File: src/lflp_pkg.sv
// ----------------------------------------------------------------------------
// lflp_pkg
// Shared widths, command codes, the node entry type and saturating adders
// for the least-loaded fit placer.
// ----------------------------------------------------------------------------
`timescale 1ns / 1ps
`default_nettype none

package lflp_pkg;

    localparam int NODES_DEFAULT = 8;
    localparam int ADDRESSABLE   = 8;
    localparam int NODE_SEL_W    = 3;
    localparam int CMD_W         = 2;
    localparam int COUNT_W       = 4;
    localparam int MEM_W         = 40;
    localparam int COST_W        = 32;
    localparam int LOAD_W        = 48;

    localparam logic [CMD_W-1:0] CMD_LOAD      = 2'd0;
    localparam logic [CMD_W-1:0] CMD_PREASSIGN = 2'd1;
    localparam logic [CMD_W-1:0] CMD_PLACE     = 2'd2;

    typedef struct packed {
        logic [MEM_W-1:0]  capacity;
        logic [MEM_W-1:0]  used;
        logic [LOAD_W-1:0] load;
    } node_entry_t;

    localparam int ENTRY_W = $bits(node_entry_t);

    function automatic logic [MEM_W-1:0] sat_add_mem(
        input logic [MEM_W-1:0] a,
        input logic [MEM_W-1:0] b
    );
        logic [MEM_W:0] sum;
        sum = {1'b0, a} + {1'b0, b};
        return sum[MEM_W] ? {MEM_W{1'b1}} : sum[MEM_W-1:0];
    endfunction

    function automatic logic [LOAD_W-1:0] sat_add_load(
        input logic [LOAD_W-1:0] a,
        input logic [COST_W-1:0] b
    );
        logic [LOAD_W:0] sum;
        sum = {1'b0, a} + {{(LOAD_W-COST_W+1){1'b0}}, b};
        return sum[LOAD_W] ? {LOAD_W{1'b1}} : sum[LOAD_W-1:0];
    endfunction

endpackage

`default_nettype wire

File: src/lflp_node_table.sv
// ----------------------------------------------------------------------------
// lflp_node_table
// Node entry memory with one write port and one registered read port.
// Per-entry valid bits make unwritten entries read as zero after reset.
// ----------------------------------------------------------------------------
`timescale 1ns / 1ps
`default_nettype none

module lflp_node_table
    import lflp_pkg::*;
#(
    parameter int NODES  = NODES_DEFAULT,
    parameter int ADDR_W = $clog2(NODES)
)
(
    input  wire logic              clk,
    input  wire logic              rst_n,
    input  wire logic              wr_en,
    input  wire logic [ADDR_W-1:0] wr_addr,
    input  wire node_entry_t       wr_data,
    input  wire logic              rd_en,
    input  wire logic [ADDR_W-1:0] rd_addr,
    output node_entry_t            rd_data
);

    node_entry_t       mem [NODES];
    logic [NODES-1:0]  vld_reg;
    node_entry_t       rd_data_reg;
    logic              rd_vld_reg;

    always_ff @(posedge clk)
    begin
        if (wr_en)
        begin
            mem[wr_addr] <= wr_data;
        end
        if (rd_en)
        begin
            rd_data_reg <= mem[rd_addr];
        end
    end

    always_ff @(posedge clk or negedge rst_n)
    begin
        if (!rst_n)
        begin
            vld_reg    <= '0;
            rd_vld_reg <= 1'b0;
        end
        else
        begin
            if (wr_en)
            begin
                vld_reg[wr_addr] <= 1'b1;
            end
            if (rd_en)
            begin
                rd_vld_reg <= vld_reg[rd_addr];
            end
        end
    end

    // an entry never written holds its reset value of zero
    assign rd_data = rd_vld_reg ? rd_data_reg : '0;

endmodule

`default_nettype wire

File: src/least_loaded_fit_placer_unit.sv
// ----------------------------------------------------------------------------
// least_loaded_fit_placer_unit
// Node table with load, preassign and least-loaded first-fit placement.
// ----------------------------------------------------------------------------
// Usage:
//   Input channel (in_valid/in_ready) carries command, target_node,
//   mem_amount and task_cost. Output channel (out_valid/out_ready)
//   carries chosen_node and fell_back, one transfer per place command only.
//   cfg_write_en/cfg_write_data set node_count; the user is bound to do so
//   only while the block is idle, and the block itself does not enforce it.
//     load      : written in the accepting cycle, next item the cycle after
//     preassign : one read and one write of the node memory
//     place     : one memory read for each of the n active nodes (1 to 8)
//                 in the scan, a final compare, then a read and write of the winner and the result
//   The single read port of the node memory serializes these steps; one item is
//   in work at a time. The result register lets the next item enter while a
//   result waits; a stalled receiver holds a following place at its result.
//   Reset clears all node entries through per-entry valid bits and sets
//   node_count to 1; the block is ready in the first cycle after reset.
// ----------------------------------------------------------------------------
`timescale 1ns / 1ps
`default_nettype none

module least_loaded_fit_placer_unit
    import lflp_pkg::*;
#(
    parameter int NODES = NODES_DEFAULT
)
(
    input  wire logic                  clk,
    input  wire logic                  rst_n,
    input  wire logic                  cfg_write_en,
    input  wire logic [COUNT_W-1:0]    cfg_write_data,
    input  wire logic                  in_valid,
    output logic                       in_ready,
    input  wire logic [CMD_W-1:0]      command,
    input  wire logic [NODE_SEL_W-1:0] target_node,
    input  wire logic [MEM_W-1:0]      mem_amount,
    input  wire logic [COST_W-1:0]     task_cost,
    output logic                       out_valid,
    input  wire logic                  out_ready,
    output logic [NODE_SEL_W-1:0]      chosen_node,
    output logic                       fell_back
);

    localparam int ADDR_W = $clog2(NODES);
    localparam logic [COUNT_W-1:0] ACTIVE_MAX =
        COUNT_W'((NODES < ADDRESSABLE) ? NODES : ADDRESSABLE);

    localparam logic [2:0] S_IDLE   = 3'd0;
    localparam logic [2:0] S_SCAN   = 3'd1;
    localparam logic [2:0] S_LAST   = 3'd2;
    localparam logic [2:0] S_READ   = 3'd3;
    localparam logic [2:0] S_WRITE  = 3'd4;
    localparam logic [2:0] S_RESULT = 3'd5;

    logic [2:0]            state_reg, state_next;
    logic [COUNT_W-1:0]    count_reg;
    logic [COUNT_W-1:0]    active_n;

    logic [CMD_W-1:0]      cmd_reg, cmd_next;
    logic [MEM_W-1:0]      mem_reg, mem_next;
    logic [COST_W-1:0]     cost_reg, cost_next;
    logic [NODE_SEL_W-1:0] target_reg, target_next;
    logic [NODE_SEL_W-1:0] cnt_reg, cnt_next;
    logic                  cmp_vld_reg, cmp_vld_next;
    logic [NODE_SEL_W-1:0] cmp_idx_reg, cmp_idx_next;
    logic                  found_reg, found_next;
    logic [LOAD_W-1:0]     best_load_reg, best_load_next;

    logic                  out_valid_reg, out_valid_next;
    logic [NODE_SEL_W-1:0] chosen_reg, chosen_next;
    logic                  fell_back_reg, fell_back_next;

    logic                  accept;
    logic                  idx_active;
    logic                  tbl_wr_en;
    logic [ADDR_W-1:0]     tbl_wr_addr;
    node_entry_t           tbl_wr_data;
    logic                  tbl_rd_en;
    logic [ADDR_W-1:0]     tbl_rd_addr;
    node_entry_t           tbl_rd_data;

    logic [MEM_W-1:0]      free_mem;
    logic                  fits;
    logic                  better;

    lflp_node_table #(
        .NODES  (NODES),
        .ADDR_W (ADDR_W)
    ) u_table (
        .clk     (clk),
        .rst_n   (rst_n),
        .wr_en   (tbl_wr_en),
        .wr_addr (tbl_wr_addr),
        .wr_data (tbl_wr_data),
        .rd_en   (tbl_rd_en),
        .rd_addr (tbl_rd_addr),
        .rd_data (tbl_rd_data)
    );

    // active node count clamped to 1..min(NODES, 8)
    always_comb
    begin
        priority if (count_reg == '0)
        begin
            active_n = COUNT_W'(1);
        end
        else if (count_reg > ACTIVE_MAX)
        begin
            active_n = ACTIVE_MAX;
        end
        else
        begin
            active_n = count_reg;
        end
    end

    assign in_ready   = (state_reg == S_IDLE);
    assign accept     = in_valid && in_ready;
    assign idx_active = ({1'b0, target_node} < active_n);

    // scan compare on the entry read in the previous cycle
    assign free_mem = (tbl_rd_data.capacity > tbl_rd_data.used)
                    ? (tbl_rd_data.capacity - tbl_rd_data.used) : '0;
    assign fits     = (free_mem >= mem_reg);
    assign better   = fits && (!found_reg || (tbl_rd_data.load < best_load_reg));

    always_comb
    begin
        state_next     = state_reg;
        cmd_next       = cmd_reg;
        mem_next       = mem_reg;
        cost_next      = cost_reg;
        target_next    = target_reg;
        cnt_next       = cnt_reg;
        cmp_vld_next   = 1'b0;
        cmp_idx_next   = cmp_idx_reg;
        found_next     = found_reg;
        best_load_next = best_load_reg;
        out_valid_next = out_valid_reg;
        chosen_next    = chosen_reg;
        fell_back_next = fell_back_reg;

        tbl_wr_en   = 1'b0;
        tbl_wr_addr = ADDR_W'(target_reg);
        tbl_wr_data = tbl_rd_data;
        tbl_rd_en   = 1'b0;
        tbl_rd_addr = ADDR_W'(cnt_reg);

        if (out_valid_reg && out_ready)
        begin
            out_valid_next = 1'b0;
        end

        if (cmp_vld_reg && better)
        begin
            found_next     = 1'b1;
            target_next    = cmp_idx_reg;
            best_load_next = tbl_rd_data.load;
        end

        unique case (state_reg)
            S_IDLE:
            begin
                if (accept)
                begin
                    cmd_next  = command;
                    mem_next  = mem_amount;
                    cost_next = task_cost;
                    priority if (command == CMD_LOAD)
                    begin
                        tbl_wr_en            = idx_active;
                        tbl_wr_addr          = ADDR_W'(target_node);
                        tbl_wr_data.capacity = mem_amount;
                        tbl_wr_data.used     = '0;
                        tbl_wr_data.load     = '0;
                    end
                    else if (command == CMD_PREASSIGN)
                    begin
                        target_next = target_node;
                        if (idx_active)
                        begin
                            state_next = S_READ;
                        end
                    end
                    else if (command == CMD_PLACE)
                    begin
                        target_next = '0;
                        cnt_next    = '0;
                        found_next  = 1'b0;
                        state_next  = S_SCAN;
                    end
                    else
                    begin
                        state_next = S_IDLE;
                    end
                end
            end
            S_SCAN:
            begin
                tbl_rd_en    = 1'b1;
                cmp_vld_next = 1'b1;
                cmp_idx_next = cnt_reg;
                cnt_next     = cnt_reg + 1'b1;
                if ({1'b0, cnt_reg} == (active_n - 1'b1))
                begin
                    state_next = S_LAST;
                end
            end
            S_LAST:
            begin
                // final compare lands in this cycle
                state_next = S_READ;
            end
            S_READ:
            begin
                tbl_rd_en   = 1'b1;
                tbl_rd_addr = ADDR_W'(target_reg);
                state_next  = S_WRITE;
            end
            S_WRITE:
            begin
                tbl_wr_en        = 1'b1;
                tbl_wr_data.used = sat_add_mem(tbl_rd_data.used, mem_reg);
                tbl_wr_data.load = sat_add_load(tbl_rd_data.load, cost_reg);
                state_next       = (cmd_reg == CMD_PLACE) ? S_RESULT : S_IDLE;
            end
            S_RESULT:
            begin
                if (!out_valid_reg || out_ready)
                begin
                    out_valid_next = 1'b1;
                    chosen_next    = target_reg;
                    fell_back_next = !found_reg;
                    state_next     = S_IDLE;
                end
            end
            default:
            begin
                state_next = S_IDLE;
            end
        endcase
    end

    always_ff @(posedge clk or negedge rst_n)
    begin
        if (!rst_n)
        begin
            state_reg     <= S_IDLE;
            count_reg     <= COUNT_W'(1);
            cmp_vld_reg   <= 1'b0;
            found_reg     <= 1'b0;
            out_valid_reg <= 1'b0;
        end
        else
        begin
            state_reg     <= state_next;
            cmp_vld_reg   <= cmp_vld_next;
            found_reg     <= found_next;
            out_valid_reg <= out_valid_next;
            if (cfg_write_en)
            begin
                count_reg <= cfg_write_data;
            end
        end
    end

    always_ff @(posedge clk)
    begin
        cmd_reg       <= cmd_next;
        mem_reg       <= mem_next;
        cost_reg      <= cost_next;
        target_reg    <= target_next;
        cnt_reg       <= cnt_next;
        cmp_idx_reg   <= cmp_idx_next;
        best_load_reg <= best_load_next;
        chosen_reg    <= chosen_next;
        fell_back_reg <= fell_back_next;
    end

    assign out_valid   = out_valid_reg;
    assign chosen_node = chosen_reg;
    assign fell_back   = fell_back_reg;

endmodule

`default_nettype wire

File: config.mk
export PLATFORM = sky130hd
export DESIGN_NAME = least_loaded_fit_placer_unit
export DESIGN_NICKNAME = d
export VERILOG_FILES = /design/src/lflp_pkg.sv /design/src/lflp_node_table.sv /design/src/least_loaded_fit_placer_unit.sv
export SDC_FILE = /design/constraint.sdc
export NUM_CORES = 2
export LEC_CHECK = 0
export BUFFER_PORTS_ARGS = -buffer_cell sky130_fd_sc_hd__buf_2
export CAP_MARGIN = 10
export CORE_ASPECT_RATIO = 1.25
export CORE_MARGIN = 2
export CORE_UTILIZATION = 45
export DETAILED_ROUTE_END_ITERATION = 10
export GPL_ROUTABILITY_DRIVEN = 0
export HOLD_SLACK_MARGIN = 0.05
export PLACE_DENSITY = 0.64
export SLEW_MARGIN = 20
export SYNTH_ARGS = -nofsm -noshare
export SYNTH_HDL_FRONTEND = slang
export SYNTH_HIERARCHICAL = 1
export SYNTH_SLANG_ARGS = --single-unit
File: constraint.sdc
create_clock -name clk -period 17.9 [get_ports clk]
set_input_delay 2.685 -clock clk [delete_from_list [all_inputs] [get_ports clk]]
set_output_delay 2.685 -clock clk [all_outputs]
set_load 0.02 [all_outputs]
**After elaboration in Yosys (flattened, before gate mapping)**

Memory sizes are Yosys's and may differ from the RTL's. A register that Yosys moved wholly into a read port is not among the register bits.
Index checks and enable logic that the tools add are counted.

- Add/sub/neg operators: 5
- Magnitude comparators: 8
- Equal/unequal tests: 16
- Multiplexer cells: 54
- Bitwise operators: 1
- Reduce and logical (&&, ||, !) cells: 18

Operators by type and width:

| kind | count |
|---|---|
| 2-to-1 mux 128 bit | 3 |
| one-hot mux 88 bit (2 select lines) | 1 |
| 2-to-1 mux 40 bit | 3 |
| 2-to-1 mux 3 bit | 21 |
| adder 48 x 32 -> 49 bit | 1 |
| < comparator 48 bit | 1 |
| 2-to-1 mux 48 bit | 1 |
| adder 40 x 40 -> 41 bit | 1 |
| greater-or-equal comparator 40 bit | 1 |
| > comparator 40 bit | 1 |
| subtractor 40 bit | 1 |
| 2-to-1 mux 1 bit | 18 |
| one-hot mux 3 bit (6 select lines) | 1 |
| AND reduction 5 bit | 2 |
| < comparator 3 x 4 -> 1 bit (second input constant) | 2 |
| 2-to-1 mux 4 bit | 2 |
| != test 2 bit (second input constant) | 4 |
| OR 8 bit | 1 |
| == test 3 x 2 -> 1 bit (second input constant) | 2 |
| == test 3 bit (second input constant) | 2 |
| one-hot mux 3 bit (2 select lines) | 1 |
| logical AND 1 bit | 5 |
| == test 2 bit (second input constant) | 2 |
| == test 3 x 4 -> 1 bit | 1 |
| 20 further kinds | 24 |

- Register bits after elaboration: 154
- Bits in writable memories: 1024
- Input bits: 86
- Output and inout bits: 6
- Word-level logic and storage cells: 119
- Memories kept: 1

Memory list:

| name | words | bits a word | read ports | clocked after memory_dff | wr ports | line | RTL |
|---|---|---|---|---|---|---|---|
| u_table.mem | 8 | 128 | 1 | 1 | 1 | lflp_node_table.sv:26 | `node_entry_t mem [NODES];` |

**Logic depth before layout (Yosys ltp)**

- Depth after elaboration: 12
- Depth in mapped cells: 26
- Mapped depth without buffers: 24

**Modules after synthesis**

The synthesis kept the hierarchy.

By module, submodules not included:

| module | instances | cells each | area an instance (µm²) | seq. area each (µm²) |
|---|---|---|---|---|
| lflp_node_table | 1 | 1787 | 43519.2 | 34818.4 |
| least_loaded_fit_placer_unit | 1 | 1884 | 15469.8 | 4275.4 |

**Worst setup path before layout**

No wires, ideal clock.

- Path kind: input to register
- Start point: input in_valid
- End point: register u_table.vld_reg[0]
- Library setup time: 120 ps
- Data arrival time: 15054 ps
- Required time: 17780 ps
- Path slack: 2725 ps
- Stages: 9
- Path buffers: 2
- Cell sequence: and2_1 > nand2_1 > clkbuf_1 > clkbuf_1 > nand2_1 > o21ai_0 > nand2b_1 > nor3_1 > or2_2

- Longest elaborated chain between the ends: 8
- Elaborated cells on any way between the ends: 11
- Those cells by class: 2 x order compare; 6 x mux; 1 x bitwise; 2 x reduce/logical

RTL lines:

| item | line | RTL |
|---|---|---|
| start, declared | least_loaded_fit_placer_unit.sv:34 | `input wire logic in_valid,` |
| logical AND 1 bit * | least_loaded_fit_placer_unit.sv:120 | `assign accept = in_valid && in_ready;` |
| 2-to-1 mux 3 bit * | least_loaded_fit_placer_unit.sv:166 | `if (accept)` |
| 2-to-1 mux 3 bit * | least_loaded_fit_placer_unit.sv:163 | `unique case (state_reg)` |
| via tbl_wr_addr[0] | least_loaded_fit_placer_unit.sv:78 | `logic [ADDR_W-1:0] tbl_wr_addr;` |
| < comparator 3 x 4 -> 1 bit (implied by the code) / greater-or-equal comparator 3 x 1 -> 1 bit (equally long branches) | lflp_node_table.sv:54 | `vld_reg[wr_addr] <= 1'b1;` |
| logical AND 1 bit (implied by the code) | lflp_node_table.sv:54 |  |
| 2-to-1 mux 1 bit (implied by the code) | lflp_node_table.sv:54 |  |
| demux 1 bit (select 3 bit) * | n/a |  |
| OR 8 bit (no source line) * | n/a |  |
| end signal, assigned | lflp_node_table.sv:47 | `vld_reg <= '0;` |
| end signal, assigned by index | lflp_node_table.sv:54 |  |
| end, declared | lflp_node_table.sv:27 | `logic [NODES-1:0] vld_reg;` |

The timed path passes the listed nets; every way through them passes the cells marked *.
A chain may end at the register's enable or synchronous reset.

==> summary.txt <==
STA
  • Final Max Tran Viols: 0
  • Slew HR: between 20% and 30%
  • Post-layout worst setup margin: 11.09 ns
  • Setup Viol. Count Final: 0
  • Clk_skew: between 0.03 and 0.04 ns
  • Fmax: between 100 and 150 MHz
  • Minimum clock period: 6.81 ns
  • Worst Tran Pin Value: about 1.1 ns
  • Final Hold Viols: 0
  • Setup TNS: 0 ns
  • Period utilisation layout: 38.0%
  • RSZ-0062 raised after global routing: no

Floorplan
  • Num ports: between 90 and 100
  • Core Rows: 148
  • Placeable Area: between 100000 and 150000 um^2
  • Initial Utilization: 45.3%
  • Die Area: about 130000 um^2
  • Die Ht: roughly 410 um
  • Die extent in x: roughly 330 um

GRT
  • First-pass GRT wire length: 207000 um
  • Total track usage: 20.6%
  • Largest net degree at the start of global routing: about 120
  • Number of global-route vias before repair: 33400
  • GR Overflow Total: 0
  • Antenna violations before repair: 2

Power
  • PD cells: approximately 190 nW/um^2
  • Leak pwr: approximately 23 nW
  • Maximum VDD drop: 149 uV

Logic synthesis
  • Compound-Gate Fraction of Synth Area: about 6.5%
  • Synth Area in Simple Gates: approximately 6.2%
  • Synth warn: 6
  • Seq cells post-synth: 1306
  • Primary FF master, synth: edfxtp_1
  • Synth top area share: 65.4%
  • Unique masters post-synth: roughly 100
  • Post-synthesis sequential area ratio: roughly two thirds
  • Largest cells by area after synthesis: edfxtp_1, mux4_2, ha_1
  • Async set-reset flop share out of synthesis: 1.45%
  • Post-synth EDFFs: 1284
  • Synthesized area per cell: roughly 16 um^2
  • Mapped Nets: ~4000
  • Post-synthesis mux area share: around 13%
  • Post-Syn Area: about 60000 um^2
  • Adder-cell share of the synthesized area: ~4.5%
  • XOR/XNOR Fraction of Synth Area: under 10%
  • Cells after synthesis: 3671
  • Largest family of logic cells by synthesized area: multiplexers
  • Largest area contributor in the netlist: edfxtp_1

Final layout
  • Area growth from synthesis to layout: 10.9%
  • NumNets Final: between 4000 and 5000
  • Fillers: roughly 11000
  • Share of cells above drive strength 1: ~20%
  • Area of the multi-input gates: between 15000 and 20000 um^2
  • Ant. Diodes: 0
  • Largest register FFs: roughly 1000
  • Commonest non-fill, non-tap cell in the layout: edfxtp_1
  • Sequential Area: 39100 um^2
  • Most frequent cells in the layout: edfxtp_1, mux4_2, nand2_1

Flow run
  • Max-cap violations: 0

Detailed routing
  • Via Count: between 30000 and 40000
  • Drt wl/cell: 24.5 um
  • Detailed Route Iter0 Violations: between 2000 and 3000
  • Routed Antenna Nets: 0
  • DRT Pass-1 Iters: 5
  • Final WL: 137000 um
  • Remaining DRCs: 0
  • Vias per Instance: 5.80

Setup path
  • CP Data Required Time: around 19 ns
  • CP Capture Type: flop
  • Worst EP arrival: 7.44 ns
  • Critical setup path kind: reg2reg
  • Crit path launch type: flop
  • Maximum net fanout on the critical path: 59

Clocking
  • Sink Count: 1306
  • CTS tree: yes
  • CTS clk-pin slew, worst paths: 0.06 ns
  • Root Buffer: clkbuf_16
  • Bufs on Longest Clock Path: 3
  • Num CTS Buffers: ~130
  • Hold-fix buffers, CTS: 0
  • # Post-CTS Setup Buffers: 0
  • H-Tree Depth: 4
  • CTS resizes: 0
  • Worst skew pair latency: between 0.7 and 0.8 ns

Status
  • Status: finished, final reports clean

Place
  • Port Buffers: 91
  • DPL Wire Length: ~81000 um
  • Setup Slack @ Placement: about 10 ns

Hold path
  • Min-Delay Path Class: reg2reg
[cell families (layout without fill, tap and decap cells)]
group / count (synthesis) / in the layout
fa+ha+maj: 209 / 209
flops: 1306 / 1306
mux: 409 / 409
buf+inv: 319 / 518
compound gates: 606 / 606
simple gates: 726 / 726
xor+xnor: 96 / 96
[worst max-delay path, stage by stage, from the launching register on]
cell and delay (ns):
dfrtp_4 0.80, and2_1 0.27, inv_1 0.05, ha_1 0.35, a211oi_1 0.34, o21ai_0 0.19
o211ai_1 0.21, o211ai_1 0.23, a211oi_2 0.46, o21a_1 0.25, o21ai_0 0.18, o31ai_4 0.22
buf_4 0.38, nor2_1 0.09, ha_1 0.32, nand4_1 0.10, a2111oi_0 0.34, a21oi_1 0.18
o211ai_1 0.43, a21boi_4 0.24, buf_4 0.60, mux2i_1 0.26, o22ai_1 0.08
[metrics by stage]
step	util, %	instance area, um^2	instances	power (mW)	hold WS, ns
floorplan	-	59000	3671	8.65	0.439
global placement	47.1	61300	5364	9.96	0.450
detailed placement	47.1	61300	5364	10.0	0.457
CTS	50.2	65400	5595	12.7	0.474
global route	50.2	65400	5595	13.3	0.489
finish	50.2	65400	5595	12.6	0.471
[report_power, final]
| group | internal (mW) | total (mW) | leakage (nW) | switching, mW |
|---|---|---|---|---|
| registers | 4.37 | 4.54 | 12.1 | 0.173 |
| clock network | 1.49 | 2.63 | 2.00 | 1.15 |
| logic | 2.20 | 5.40 | 8.73 | 3.21 |
[metal layers]
metal  vias to the layer above  share of wire (%)  GRT usage [%]
li1                      14600                  -              -
met1                     16700                 42           27.5
met2                       885                 50           34.6
met3                       233                4.9           2.88
met4                         4                2.9           7.16
met5                         -              0.025              0
[final cells by class]
| class | count | area share (%) |
|---|---|---|
| Clock buffer | 150 | 5.22 |
| Clock inverter | 81 | 1.03 |
| Inverter | 161 | 0.924 |
| Multi-Input combinational cell | 2046 | 28.5 |
| Sequential cell | 1306 | 59.8 |
| Tap cell | 1725 | 3.30 |
| Timing Repair Buffer | 126 | 1.29 |
[final timing paths]
path / cells after the start / end / start / slack, ns
min in group asynchronous: 1 / out_valid / rst_n / 1.89
worst min-delay path: 1 / u_table/vld_reg[2] / u_table/vld_reg[2] / 0.47
worst max register to register: 22 / target_reg[2] / u_table/rd_vld_reg / 11.09
worst min register to register: 1 / u_table/vld_reg[2] / u_table/vld_reg[2] / 0.47
max in group asynchronous: 1 / u_table/rd_vld_reg / rst_n / 15.59
worst max-delay path: 22 / target_reg[2] / u_table/rd_vld_reg / 11.09
[cell usage after synthesis, types with 6 or more instances]
| master | number |
|---|---|
| mux2i_1 | 17 |
| a31oi_1 | 52 |
| o31ai_1 | 6 |
| o21a_1 | 12 |
| clkbuf_1 | 98 |
| and3_1 | 21 |
| xnor2_1 | 45 |
| buf_6 | 23 |
| nor2_1 | 121 |
| inv_1 | 161 |
| a31o_2 | 11 |
| xor2_1 | 51 |
| o21bai_1 | 20 |
| a211o_1 | 6 |
| buf_1 | 11 |
| nor3_1 | 29 |
| nand4_1 | 30 |
| nand3_1 | 56 |
| a211oi_1 | 18 |
| nand2b_1 | 26 |
| o21ai_0 | 92 |
| dfrtp_1 | 18 |
| a21o_1 | 71 |
| mux4_2 | 257 |
| edfxtp_1 | 1284 |
| a21oi_1 | 218 |
| nor2b_1 | 16 |
| o22ai_1 | 10 |
| o211ai_1 | 19 |
| and4_1 | 6 |
| ha_1 | 206 |
| nand2_1 | 224 |
| or3_1 | 6 |
| and2_1 | 149 |
| mux2_2 | 135 |
| buf_2 | 18 |
| or2_2 | 16 |
No activity file was read; power rests on OpenSTA's default activity.
